===== src/irpd_pkg.sv =====
`timescale 1ns / 1ps
`default_nettype none
// ----------------------------------------------------------------------------
// irpd_pkg
// Shared types, codes and constants of the pulse distance frame encoder.
// ----------------------------------------------------------------------------
package irpd_pkg;

  localparam int DUR_W  = 16;
  localparam int IDX_W  = 3;
  localparam int BYTE_W = 8;

  // item kinds
  localparam logic [1:0] MODE_START = 2'd0;
  localparam logic [1:0] MODE_DATA  = 2'd1;
  localparam logic [1:0] MODE_END   = 2'd2;

  // register indexes on the configuration port
  localparam logic [IDX_W-1:0] CFG_HDR_MARK  = 3'd0;
  localparam logic [IDX_W-1:0] CFG_HDR_SPACE = 3'd1;
  localparam logic [IDX_W-1:0] CFG_BIT_MARK  = 3'd2;
  localparam logic [IDX_W-1:0] CFG_ONE_SPACE = 3'd3;
  localparam logic [IDX_W-1:0] CFG_ZERO_SPACE = 3'd4;
  localparam logic [IDX_W-1:0] CFG_TRL_MARK  = 3'd5;

  // register reset values in microseconds
  localparam logic [DUR_W-1:0] RST_HDR_MARK   = 16'd3350;
  localparam logic [DUR_W-1:0] RST_HDR_SPACE  = 16'd1650;
  localparam logic [DUR_W-1:0] RST_BIT_MARK   = 16'd450;
  localparam logic [DUR_W-1:0] RST_ONE_SPACE  = 16'd1250;
  localparam logic [DUR_W-1:0] RST_ZERO_SPACE = 16'd400;
  localparam logic [DUR_W-1:0] RST_TRL_MARK   = 16'd430;

  // last byte position of a frame start (three sync bytes) and a data item
  localparam logic [1:0] SYNC_LAST_IDX = 2'd2;
  localparam logic [1:0] DATA_LAST_IDX = 2'd1;

  localparam logic [BYTE_W-1:0] BYTE_INV_MASK = 8'hff;

  typedef struct packed {
    logic [DUR_W-1:0] hdr_mark;
    logic [DUR_W-1:0] hdr_space;
    logic [DUR_W-1:0] bit_mark;
    logic [DUR_W-1:0] one_space;
    logic [DUR_W-1:0] zero_space;
    logic [DUR_W-1:0] trl_mark;
  } irpd_cfg_t;

  typedef enum logic [2:0] {
    ST_IDLE,
    ST_HDR_MARK,
    ST_HDR_SPACE,
    ST_BIT_MARK,
    ST_BIT_SPACE,
    ST_TRL_MARK
  } irpd_state_t;

  function automatic logic [BYTE_W-1:0] sync_byte(input logic [1:0] idx);
    logic [BYTE_W-1:0] b;
    case (idx)
      2'd0:    b = 8'h01;
      2'd1:    b = 8'h10;
      default: b = 8'h00;
    endcase
    return b;
  endfunction

endpackage
`default_nettype wire


===== src/irpd_if.sv =====
`timescale 1ns / 1ps
`default_nettype none
// ----------------------------------------------------------------------------
// irpd input and output channels
// Valid/ready channels carrying the item and the duration words.
// ----------------------------------------------------------------------------
interface irpd_in_if;
  logic       valid;
  logic       ready;
  logic [1:0] mode;
  logic [7:0] data_byte;

  modport source (output valid, output mode, output data_byte, input ready);
  modport sink   (input valid, input mode, input data_byte, output ready);
endinterface

interface irpd_out_if;
  logic        valid;
  logic        ready;
  logic [15:0] duration_us;
  logic        is_mark;
  logic        last;

  modport source (output valid, output duration_us, output is_mark, output last,
                  input ready);
  modport sink   (input valid, input duration_us, input is_mark, input last,
                  output ready);
endinterface
`default_nettype wire


===== src/irpd_cfg_regs.sv =====
`timescale 1ns / 1ps
`default_nettype none
// ----------------------------------------------------------------------------
// irpd_cfg_regs
// Duration register file written through the configuration port.
// ----------------------------------------------------------------------------
module irpd_cfg_regs
  import irpd_pkg::*;
(
  input  wire logic             clk,
  input  wire logic             rst_n,
  input  wire logic             cfg_we,
  input  wire logic [IDX_W-1:0] cfg_index,
  input  wire logic [DUR_W-1:0] cfg_wdata,
  output irpd_cfg_t             cfg
);

  irpd_cfg_t cfg_r;

  always_ff @(posedge clk) begin
    if (!rst_n) begin
      cfg_r.hdr_mark   <= RST_HDR_MARK;
      cfg_r.hdr_space  <= RST_HDR_SPACE;
      cfg_r.bit_mark   <= RST_BIT_MARK;
      cfg_r.one_space  <= RST_ONE_SPACE;
      cfg_r.zero_space <= RST_ZERO_SPACE;
      cfg_r.trl_mark   <= RST_TRL_MARK;
    end else if (cfg_we) begin
      case (cfg_index)
        CFG_HDR_MARK:   cfg_r.hdr_mark   <= cfg_wdata;
        CFG_HDR_SPACE:  cfg_r.hdr_space  <= cfg_wdata;
        CFG_BIT_MARK:   cfg_r.bit_mark   <= cfg_wdata;
        CFG_ONE_SPACE:  cfg_r.one_space  <= cfg_wdata;
        CFG_ZERO_SPACE: cfg_r.zero_space <= cfg_wdata;
        CFG_TRL_MARK:   cfg_r.trl_mark   <= cfg_wdata;
        default: ; // unmapped index, write dropped
      endcase
    end
  end

  assign cfg = cfg_r;

endmodule
`default_nettype wire


===== src/ir_pulse_distance_frame_encoder_core.sv =====
`timescale 1ns / 1ps
`default_nettype none
// ----------------------------------------------------------------------------
// ir_pulse_distance_frame_encoder_core
// Pulse distance infrared frame encoder with complemented data bytes.
// ----------------------------------------------------------------------------
// Each accepted item is expanded into mark/space duration words, one word per
// cycle while the output side keeps taking them: a frame start gives 50 words
// (header mark and space, then sync bytes 0x01, 0x10, 0x00), a data byte 32
// words (the byte LSB first, then its complement) and a frame end a single
// trailer mark; mode 3 is taken and dropped. The item is accepted while the
// sequencer is idle and its words follow, each held while the output stalls.
// The pace is set by the sequencer, which steps one shared 8-bit shift
// register bit by bit, one word per step. A new item is taken only after
// the previous one has handed over its last word to the output register.
// Durations come from six 16-bit registers on the cfg_ port; the user must
// write them only while the block is idle, the block does not enforce it.
// ----------------------------------------------------------------------------
module ir_pulse_distance_frame_encoder_core
  import irpd_pkg::*;
(
  input  wire logic             clk,
  input  wire logic             rst_n,
  irpd_in_if.sink               in_if,
  irpd_out_if.source            out_if,
  input  wire logic             cfg_we,
  input  wire logic [IDX_W-1:0] cfg_index,
  input  wire logic [DUR_W-1:0] cfg_wdata
);

  irpd_cfg_t cfg;

  irpd_cfg_regs u_cfg (
    .clk       (clk),
    .rst_n     (rst_n),
    .cfg_we    (cfg_we),
    .cfg_index (cfg_index),
    .cfg_wdata (cfg_wdata),
    .cfg       (cfg)
  );

  irpd_state_t       state_r, state_nxt;
  logic [BYTE_W-1:0] shift_r, shift_nxt;
  logic [BYTE_W-1:0] data_r, data_nxt;
  logic [2:0]        bit_cnt_r, bit_cnt_nxt;
  logic [1:0]        byte_idx_r, byte_idx_nxt;
  logic              is_sync_r, is_sync_nxt;

  logic              out_valid_r, out_valid_nxt;
  logic [DUR_W-1:0]  out_dur_r, out_dur_nxt;
  logic              out_mark_r, out_mark_nxt;
  logic              out_last_r, out_last_nxt;

  logic              in_fire;
  logic              can_emit;
  logic              load;
  logic              final_byte;

  assign in_fire    = in_if.valid && in_if.ready;
  assign can_emit   = !out_valid_r || out_if.ready;
  assign final_byte = is_sync_r ? (byte_idx_r == SYNC_LAST_IDX)
                                : (byte_idx_r == DATA_LAST_IDX);

  always_comb begin
    state_nxt    = state_r;
    shift_nxt    = shift_r;
    data_nxt     = data_r;
    bit_cnt_nxt  = bit_cnt_r;
    byte_idx_nxt = byte_idx_r;
    is_sync_nxt  = is_sync_r;
    in_if.ready  = 1'b0;
    load         = 1'b0;
    out_dur_nxt  = out_dur_r;
    out_mark_nxt = out_mark_r;
    out_last_nxt = out_last_r;

    if (state_r == ST_IDLE) begin
      in_if.ready = 1'b1;
      if (in_if.valid) begin
        case (in_if.mode)
          MODE_START: begin
            is_sync_nxt = 1'b1;
            state_nxt   = ST_HDR_MARK;
          end
          MODE_DATA: begin
            is_sync_nxt  = 1'b0;
            shift_nxt    = in_if.data_byte;
            data_nxt     = in_if.data_byte;
            byte_idx_nxt = 2'd0;
            bit_cnt_nxt  = 3'd0;
            state_nxt    = ST_BIT_MARK;
          end
          MODE_END: state_nxt = ST_TRL_MARK;
          default:  state_nxt = ST_IDLE; // unused kind, no words
        endcase
      end
    end else if (can_emit) begin
      load         = 1'b1;
      out_last_nxt = 1'b0;
      case (state_r)
        ST_HDR_MARK: begin
          out_dur_nxt  = cfg.hdr_mark;
          out_mark_nxt = 1'b1;
          state_nxt    = ST_HDR_SPACE;
        end
        ST_HDR_SPACE: begin
          out_dur_nxt  = cfg.hdr_space;
          out_mark_nxt = 1'b0;
          shift_nxt    = sync_byte(2'd0);
          byte_idx_nxt = 2'd0;
          bit_cnt_nxt  = 3'd0;
          state_nxt    = ST_BIT_MARK;
        end
        ST_BIT_MARK: begin
          out_dur_nxt  = cfg.bit_mark;
          out_mark_nxt = 1'b1;
          state_nxt    = ST_BIT_SPACE;
        end
        ST_BIT_SPACE: begin
          out_dur_nxt  = shift_r[0] ? cfg.one_space : cfg.zero_space;
          out_mark_nxt = 1'b0;
          shift_nxt    = shift_r >> 1;
          bit_cnt_nxt  = bit_cnt_r + 3'd1;
          state_nxt    = ST_BIT_MARK;
          if (bit_cnt_r == 3'd7) begin
            if (final_byte) begin
              out_last_nxt = 1'b1;
              state_nxt    = ST_IDLE;
            end else begin
              byte_idx_nxt = byte_idx_r + 2'd1;
              // sync bytes go out plain, data is followed by its complement
              shift_nxt    = is_sync_r ? sync_byte(byte_idx_r + 2'd1)
                                       : (data_r ^ BYTE_INV_MASK);
            end
          end
        end
        ST_TRL_MARK: begin
          out_dur_nxt  = cfg.trl_mark;
          out_mark_nxt = 1'b1;
          out_last_nxt = 1'b1;
          state_nxt    = ST_IDLE;
        end
        default: begin
          load      = 1'b0;
          state_nxt = ST_IDLE;
        end
      endcase
    end

    out_valid_nxt = load ? 1'b1 : (out_if.ready ? 1'b0 : out_valid_r);
  end

  always_ff @(posedge clk) begin
    if (!rst_n) begin
      state_r     <= ST_IDLE;
      out_valid_r <= 1'b0;
      bit_cnt_r   <= 3'd0;
      byte_idx_r  <= 2'd0;
      is_sync_r   <= 1'b0;
    end else begin
      state_r     <= state_nxt;
      out_valid_r <= out_valid_nxt;
      bit_cnt_r   <= bit_cnt_nxt;
      byte_idx_r  <= byte_idx_nxt;
      is_sync_r   <= is_sync_nxt;
    end
  end

  always_ff @(posedge clk) begin
    shift_r    <= shift_nxt;
    data_r     <= data_nxt;
    out_dur_r  <= out_dur_nxt;
    out_mark_r <= out_mark_nxt;
    out_last_r <= out_last_nxt;
  end

  assign out_if.valid       = out_valid_r;
  assign out_if.duration_us = out_dur_r;
  assign out_if.is_mark     = out_mark_r;
  assign out_if.last        = out_last_r;

  // a data item starts straight on its first bit mark
  a_data_start: assert property (@(posedge clk) disable iff (!rst_n)
    in_fire && in_if.mode == MODE_DATA |=> state_r == ST_BIT_MARK)
    else $error("data item did not start on a bit mark");

  // the closing word of an item always returns the sequencer to idle
  a_last_idle: assert property (@(posedge clk) disable iff (!rst_n)
    load && out_last_nxt |=> state_r == ST_IDLE && out_last_r)
    else $error("last word without return to idle");

  // byte position never passes the third sync byte
  a_idx_range: assert property (@(posedge clk) disable iff (!rst_n)
    state_r == ST_BIT_SPACE |-> byte_idx_r <= SYNC_LAST_IDX)
    else $error("byte index out of range");

  // a stalled output word is never overwritten
  a_no_overwrite: assert property (@(posedge clk) disable iff (!rst_n)
    out_valid_r && !out_if.ready |-> !load)
    else $error("output word overwritten while stalled");

endmodule
`default_nettype wire


===== src/flat_wrapper.sv =====
// flat-port wrapper written by rule: the top's interface ports become plain ports
module ir_pulse_distance_frame_encoder_core_flat import irpd_pkg::*;
  (clk, rst_n, cfg_we, cfg_index, cfg_wdata, in_if_valid, in_if_mode, in_if_data_byte, in_if_ready, out_if_valid, out_if_duration_us, out_if_is_mark, out_if_last, out_if_ready);
  irpd_in_if in_if_i ();
  irpd_out_if out_if_i ();
  input  wire logic clk;
  input  wire logic rst_n;
  input  wire logic cfg_we;
  input  wire logic [IDX_W-1:0] cfg_index;
  input  wire logic [DUR_W-1:0] cfg_wdata;
  input wire logic [$bits(in_if_i.valid)-1:0] in_if_valid;
  input wire logic [$bits(in_if_i.mode)-1:0] in_if_mode;
  input wire logic [$bits(in_if_i.data_byte)-1:0] in_if_data_byte;
  output wire logic [$bits(in_if_i.ready)-1:0] in_if_ready;
  output wire logic [$bits(out_if_i.valid)-1:0] out_if_valid;
  output wire logic [$bits(out_if_i.duration_us)-1:0] out_if_duration_us;
  output wire logic [$bits(out_if_i.is_mark)-1:0] out_if_is_mark;
  output wire logic [$bits(out_if_i.last)-1:0] out_if_last;
  input wire logic [$bits(out_if_i.ready)-1:0] out_if_ready;
  assign in_if_i.valid = in_if_valid;
  assign in_if_i.mode = in_if_mode;
  assign in_if_i.data_byte = in_if_data_byte;
  assign in_if_ready = in_if_i.ready;
  assign out_if_valid = out_if_i.valid;
  assign out_if_duration_us = out_if_i.duration_us;
  assign out_if_is_mark = out_if_i.is_mark;
  assign out_if_last = out_if_i.last;
  assign out_if_i.ready = out_if_ready;
  ir_pulse_distance_frame_encoder_core u_core (.clk(clk), .rst_n(rst_n), .in_if(in_if_i), .out_if(out_if_i), .cfg_we(cfg_we), .cfg_index(cfg_index), .cfg_wdata(cfg_wdata));
endmodule

===== config.mk =====
export PLATFORM = sky130hd
export DESIGN_NAME = ir_pulse_distance_frame_encoder_core_flat
export DESIGN_NICKNAME = d
export VERILOG_FILES = /design/src/irpd_pkg.sv /design/src/irpd_if.sv /design/src/irpd_cfg_regs.sv /design/src/ir_pulse_distance_frame_encoder_core.sv /design/src/flat_wrapper.sv
export SDC_FILE = /design/constraint.sdc
export NUM_CORES = 1
export LEC_CHECK = 0
export BUFFER_PORTS_ARGS = -buffer_cell sky130_fd_sc_hd__buf_2
export CORE_MARGIN = 2
export CORE_UTILIZATION = 41
export CTS_CLUSTER_SIZE = 10
export DETAILED_ROUTE_END_ITERATION = 10
export GPL_TIMING_DRIVEN = 0
export PLACE_DENSITY_LB_ADDON = 0.15
export SLEW_MARGIN = 10
export SYNTH_ARGS = -nofsm -noshare
export SYNTH_HDL_FRONTEND = slang
export SYNTH_SLANG_ARGS = --single-unit

===== constraint.sdc =====
create_clock -name clk -period 3.7 [get_ports clk]
set_clock_uncertainty 0.05 [all_clocks]
set_input_delay 0.74 -clock clk [delete_from_list [all_inputs] [get_ports clk]]
set_output_delay 0.74 -clock clk [all_outputs]
set_load 0.01 [all_outputs]

* Word level (Yosys, flattened, before mapping) *
Cells that the tools add are included.

operators by class
  add/subtract/negate cells = 2
  equality and inequality tests = 20
  multiplexer cells = 42
  bitwise gates (word level) = 2
  reduce and logical (&&, ||, !) cells = 29

operator list
  cell                                                 count
  one-hot mux 16 bit (5 select lines)                  1
  two-way mux 8 bit                                    7
  two-way mux 3 bit                                    8
  two-way mux 16 bit                                   1
  one-hot mux 8 bit (2 select lines)                   1
  AND reduction 2 bit                                  8
  equality test 3 bit, second input constant           5
  two-way mux 2 bit                                    7
  equality test 3 x 2 -> 1 bit, second input constant  4
  one-hot mux 3 bit (4 select lines)                   1
  AND reduction 3 bit                                  4
  one-hot mux 5 bit (2 select lines)                   1
  two-way mux 1 bit                                    9
  one-hot mux 3 bit (3 select lines)                   1
  inverter 8 bit                                       1
  nonzero test 2 bit                                   4
  equality test 2 x 1 -> 1 bit, second input constant  3
  equality test 3 x 1 -> 1 bit, second input constant  2
  zero test 3 bit                                      2
  one-hot mux 1 bit (2 select lines)                   3
  one-hot mux 3 bit (2 select lines)                   1
  AND reduction 6 bit                                  1
  nonzero test 5 bit                                   1
  OR reduction 5 bit                                   1
  other kinds (15)                                     18

storage, ports and cells
  bits in registers = 140
  input bits = 34
  output and inout bits = 20
  word-level logic and storage cells = 111

* Longest topological paths before layout *
  depth in word-level cells = 9
  gate-level depth with buffers = 7
  mapped depth without buffers = 6

* Modules after synthesis *
Synthesis repeated with hierarchy kept, for this count alone.

second synthesis, totals
  cell total of the unflattened synthesis = 604
  area total of the unflattened synthesis = 6323.6 µm²

modules (own cells, without submodules)
  module                                instances  cells each  area each (µm²)  seq. area each (µm²)
  irpd_cfg_regs                         1          347         3662.3           1921.8
  ir_pulse_distance_frame_encoder_core  1          257         2661.3           1221.2

* Worst setup path before layout *
No wires, ideal clock.

  path type = reg2reg
  start point = register u_core.state_r[0]
  end point = register u_core.out_dur_r[0] (netlist: u_core.out_if.duration_us[0]), enable pin
  library setup time = 388 ps
  arrival = 1583 ps
  data required time = 3262 ps
  slack = 1679 ps
  stages on the path, launching flop included = 6
  buffers on the path = 2
  cell sequence = dfxtp_1 > buf_6 > nor3_4 > buf_2 > a21o_1 > nor2_1

between the ends
  longest elaborated chain between the ends = 3
  elaborated cells on any way between the ends = 9

ends and longest elaborated chain
  item                                                                   line                                         RTL
  start, declared                                                        ir_pulse_distance_frame_encoder_core.sv:42   irpd_state_t state_r, state_nxt;
  start signal, assigned                                                 ir_pulse_distance_frame_encoder_core.sv:161  state_r <= state_nxt;
  equality test 3 bit (tied with other cells)                            ir_pulse_distance_frame_encoder_core.sv:100  case (state_r)
  nonzero test 5 bit (no line) / inverter 1 bit (equally long branches)  --
  AND reduction 3 bit (no line) (*)                                      --
  end signal, assigned                                                   ir_pulse_distance_frame_encoder_core.sv:172  out_dur_r <= out_dur_nxt;
  end, declared                                                          ir_pulse_distance_frame_encoder_core.sv:50   logic [DUR_W-1:0] out_dur_r, out_dur_nxt;

Every way passes the cells marked *; elsewhere a longest branch is shown, timed or not.
A chain may end at the register's enable or synchronous reset.

* Worst setup path in the final report *
  start point = register u_core.state_r[0]
  end point = output port in_if_ready

between the ends
  longest elaborated chain between the ends = 2

ends and longest elaborated chain
  item               line                                        RTL
  zero test 3 bit    ir_pulse_distance_frame_encoder_core.sv:77  if (state_r == ST_IDLE) begin
  two-way mux 1 bit  ir_pulse_distance_frame_encoder_core.sv:77
  end, declared      flat_wrapper.sv:14                          output wire logic [$bits(in_if_i.ready)-1:0] in_if_ready;

Every way passes these cells.

==> flow_results.org <==
** Status
- The flow ran to the end, and the final reports show no timing, DRC or antenna violations.

** Timing
- Worst slew margin :: 0.472
- The total count of max-transition violations in the final report came to 0.
- Fmax achieved :: 0.417 GHz
- Final hold violation count :: 0
- Setup Viol. Count Final :: 0
- Final cycle utilization of the critical path :: 0.648
- Final worst path period need :: approximately 2.4 ns
- Adding up every negative setup slack in the final design gives 0 ns.
- RSZ-0062 raised after global routing :: no
- For the pin with the worst max-slew slack, the measured transition is 0.792 ns.

** Pwr
- Dividing total power by cell area gives a power density of 676 nW/um2.
- Across the VDD grid, the largest voltage drop is around 0.36 mV.
- Leak Pwr :: 2.74 nW

** Route
- In the routed layout, each cell is associated on average with a via count of between 5 and 6.
- Detailed Routing Iterations Pass 1 :: 5
- Final wirelength :: 17.2 mm
- Count of antenna-violating nets left after detailed routing :: 0
- In the final routed layout, each cell accounts on average for ~18 um.
- For this block, the via count after detailed routing is between 5k and 6k.
- After detailed routing, the number of remaining DRC violations is 0.
- For this block, the initial DRC count from the detailed router was 541.

** Hold path
- Endpoint with the worst hold slack :: u_core.u_cfg.cfg[25]$_SDFFE_PN0P_
- Worst hold stages :: 2
- In this run the worst hold path is classified as register to register.
- Hold wc startpoint :: u_core.u_cfg.cfg[25]$_SDFFE_PN0P_

** Worst setup path
- The worst register-to-register path begins at u_core.state_r[0]$_SDFFE_PN0P_.
- The critical path runs through a total of 4 cells.
- By startpoint and endpoint, the worst setup path is classified as register to primary output.
- Crit start category :: register
- Ordered cell list for the critical path :: buf_6 -> nor3_4 -> buf_2 -> buf_2
- The endpoint identified for the worst register-to-register timing path is u_core.out_if.duration_us[10]$_DFFE_PP_.
- Max Fanout on Critical Path :: 10
- Critical path capture point type :: primary output
- Family with the most delay on the worst path :: buffers and inverters
- Count of cells along the worst register-to-register path :: 5
- For this run, the slowest stage of the critical path takes roughly 0.32 ns.
- The number of buffers and inverters on the critical path is 3.
- Setup slack on the worst reg-to-reg path comes out at 1.67 ns.
- Required time at the endpoint of the critical path :: between 2 and 3 ns
- At the worst endpoint, the arrival time is approximately 1.6 ns.
- The cell that appears most often on the critical path is buf_2.
- The largest individual stage delay along the critical path comes from the cell dfxtp_1.

** Clock tree
- CTS resizes :: 0
- The H-tree was split into 4 levels.
- Buffers added to address setup during post-CTS repair amount to 0.
- TritonCTS built the clock tree.
- The clock passes through at most 2 buffers.
- Hold buffers post-CTS :: 0
- Insertion delay of the later-clocked pin in the worst-skew pair :: roughly 0.42 ns
- Buffers inserted during clock tree synthesis total 17.
- CTS saw between 100 and 150 sinks.
- Clock transition at the registers of the reported paths :: about 0.06 ns
- Root cell of the clock tree :: clkbuf_16

** Placement
- Including well taps, the total number of placed cells is 900.
- In this run the cell area measured after placement is ~6700 um2.
- Summed over all nets, the half-perimeter wirelength after detailed placement is 12.0 mm.
- In this run the tool buffered the top-level ports with 50 buffer cells.
- The congestion estimate from routability-driven global placement came to a little under 0.9.

** Cells and area
- The library cell used most frequently in the layout, excluding fill and tap cells, is nand2_1.
- Compared with the post-synthesis result, the final layout area differs by 17.2%.
- Total of fill cells in the finished design :: 1390
- Post-layout net count :: between 700 and 800
- Of the cells placed in the final design, the portion with a size suffix greater than 1 is 0.202.
- In the layout the commonest cells are nand2_1 (205), dfxtp_1 (106), buf_2 (70).
- Excluding fillers, the count of instances in the completed layout stands at 932.
- The repair_antennas step left the layout with diodes totalling 0.
- For this run, the share of the core covered by cells in the final layout is 0.494.
- The finished cells cover between 7000 and 8000 um2.

** Die
- Area inside the core boundary :: between 10000 and 15000 um2
- In this run the count of I/O pins placed on the die edge is 54.
- Height of the die :: 127 um
- Die Area :: around 16000 um2
- FP Rows :: 44
- For this configuration, the core starts out at a cell density of 0.421.
- Floorplan die width :: 127 um

** Global routing
- Wire length of the first global-routing pass :: ~27 mm
- After global routing the overflow that remains totals 0.
- The number of global-route vias before repair came to just under 5k.
- Entering global routing, the biggest net connects 17 pins.
- Antenna violations before repair :: 0
- Tot GR Track Use :: 0.222

** Run
- # Max-Cap Violations :: 0

** Synth
- Mapped Area :: a little over 6000 um2
- In the synthesized netlist the async set-or-reset flop fraction comes to 0.
- Yosys printed 0 warnings.
- Net count after synthesis :: roughly 700
- Yosys cell types :: 52
- Mapped Cells :: roughly 670
- Of the synthesized area, sequential elements account for 0.509.
- Synth Flop Type :: dfxtp_1
- Counting flops and latches in the post-synthesis netlist gives 140.
- Number of flops mapped to enable cells by yosys :: 34
- Each instance of the synthesized netlist takes up on average just over 9 um2.
==> how the worst max path moves through the flow <==
stage / from / to / slack, ns
2_1_floorplan: u_core.state_r[0]$_SDFFE_PN0P_ / u_core.out_if.duration_us[0]$_DFFE_PP_ / 1.68
6_report: u_core.state_r[0]$_SDFFE_PN0P_ / in_if_ready / 1.30
5_1_grt: u_core.state_r[0]$_SDFFE_PN0P_ / in_if_ready / 1.23
4_1_cts: u_core.state_r[0]$_SDFFE_PN0P_ / u_core.out_if.duration_us[10]$_DFFE_PP_ / 1.26
3_3_place_gp: out_if_ready / u_core.shift_r[0]$_DFFE_PP_ / 1.28
3_5_place_dp: out_if_ready / u_core.shift_r[7]$_DFFE_PP_ / 1.24
==> kinds of logic (layout without fill, tap and decap cells) <==
group / after synthesis / after routing / share of synthesized area
and+or+nand+nor: 300 / 300 / 0.218
xor gates and xnor gates: 1 / 1 / 0.00264
DFF: 140 / 140 / 0.509
AOI/OAI and AO/OA: 150 / 150 / 0.178
muxes: 20 / 20 / 0.0361
buffers and inverters: 51 / 133 / 0.0474
adders and majority gates: 4 / 4 / 0.00811
==> cell type report <==
class | count | area, um2 | share of cell area
buffer | 46 | 274 | 0.0379
clock buffer | 19 | 433 | 0.0599
sequential | 140 | 3140 | 0.435
inverter | 5 | 18.8 | 0.00260
clock inverter | 13 | 143 | 0.0197
multi-input combinational | 475 | 2740 | 0.379
tap | 184 | 230 | 0.0318
timing repair buffer | 50 | 250 | 0.0346
==> layer usage <==
layer	vias up	track usage	share of wire
met5	-	0	0
li1	2456	-	-
met1	2425	0.323	0.47
met3	32	0.0439	0.078
met4	0	0.0879	0.023
met2	198	0.323	0.43
==> worst reg2reg max path, cell delays in order, from the launching register on <==
cell and delay [ns]:
dfxtp_1 0.34, buf_6 0.16, nor3_4 0.07, buf_2 0.21, a21o_1 0.21, nor2_2 0.61
==> state kept, by name, summed over array words and instances, names as in the netlist <==
signal,cells
u_core.u_cfg.cfg,96
u_core.state_r,3
u_core.is_sync_r,1
u_core.bit_cnt_r,3
u_core.out_if.last,1
u_core.shift_r,8
u_core.byte_idx_r,2
u_core.out_if.is_mark,1
u_core.out_if.duration_us,16
u_core.data_r,8
u_core.out_if.valid,1
==> per-stage QoR <==
step | setup WS (ns) | power, mW | hold WS, ns
6_report | 1.30 | 4.89 | 0.405
5_1_grt | 1.23 | 5.11 | 0.421
4_1_cts | 1.26 | 4.90 | 0.404
3_5_place_dp | 1.24 | 3.24 | 0.394
3_3_place_gp | 1.28 | 3.23 | 0.389
2_1_floorplan | 1.68 | 2.79 | 0.382
==> cell usage after synthesis, types with 2 or more instances <==
cell type | number | share of area
buf_4 | 8 | 0.0097
and3_1 | 5 | 0.0051
clkbuf_1 | 11 | 0.0067
a22oi_1 | 33 | 0.040
a21boi_1 | 30 | 0.036
or2_1 | 2 | 0.0020
a21o_1 | 2 | 0.0024
nor3_4 | 3 | 0.0079
ha_1 | 4 | 0.0081
nor2_1 | 28 | 0.017
inv_1 | 4 | 0.0024
dfxtp_1 | 106 | 0.34
mux2_2 | 18 | 0.033
buf_2 | 20 | 0.016
a21oi_1 | 7 | 0.0057
edfxtp_1 | 34 | 0.17
nor2b_1 | 3 | 0.0030
buf_6 | 6 | 0.011
nand2_1 | 205 | 0.12
nor3b_4 | 2 | 0.0061
nand3b_1 | 2 | 0.0024
o21ai_0 | 8 | 0.0065
and2_1 | 2 | 0.0020
nand3_1 | 33 | 0.027
nor2_2 | 2 | 0.0020
a221o_1 | 5 | 0.0081
a21boi_0 | 37 | 0.045
a31oi_1 | 20 | 0.020
nand2b_1 | 2 | 0.0020
mux2i_1 | 2 | 0.0032
==> where the power goes <==
group / internal (mW) / leakage [nW] / total (mW) / switching, mW
Sequential: 1.87 / 1.18 / 1.92 / 0.0568
Combinational: 0.466 / 1.29 / 1.30 / 0.832
Clock: 0.996 / 0.272 / 1.67 / 0.670
No activity file was read; power rests on OpenSTA's default activity.
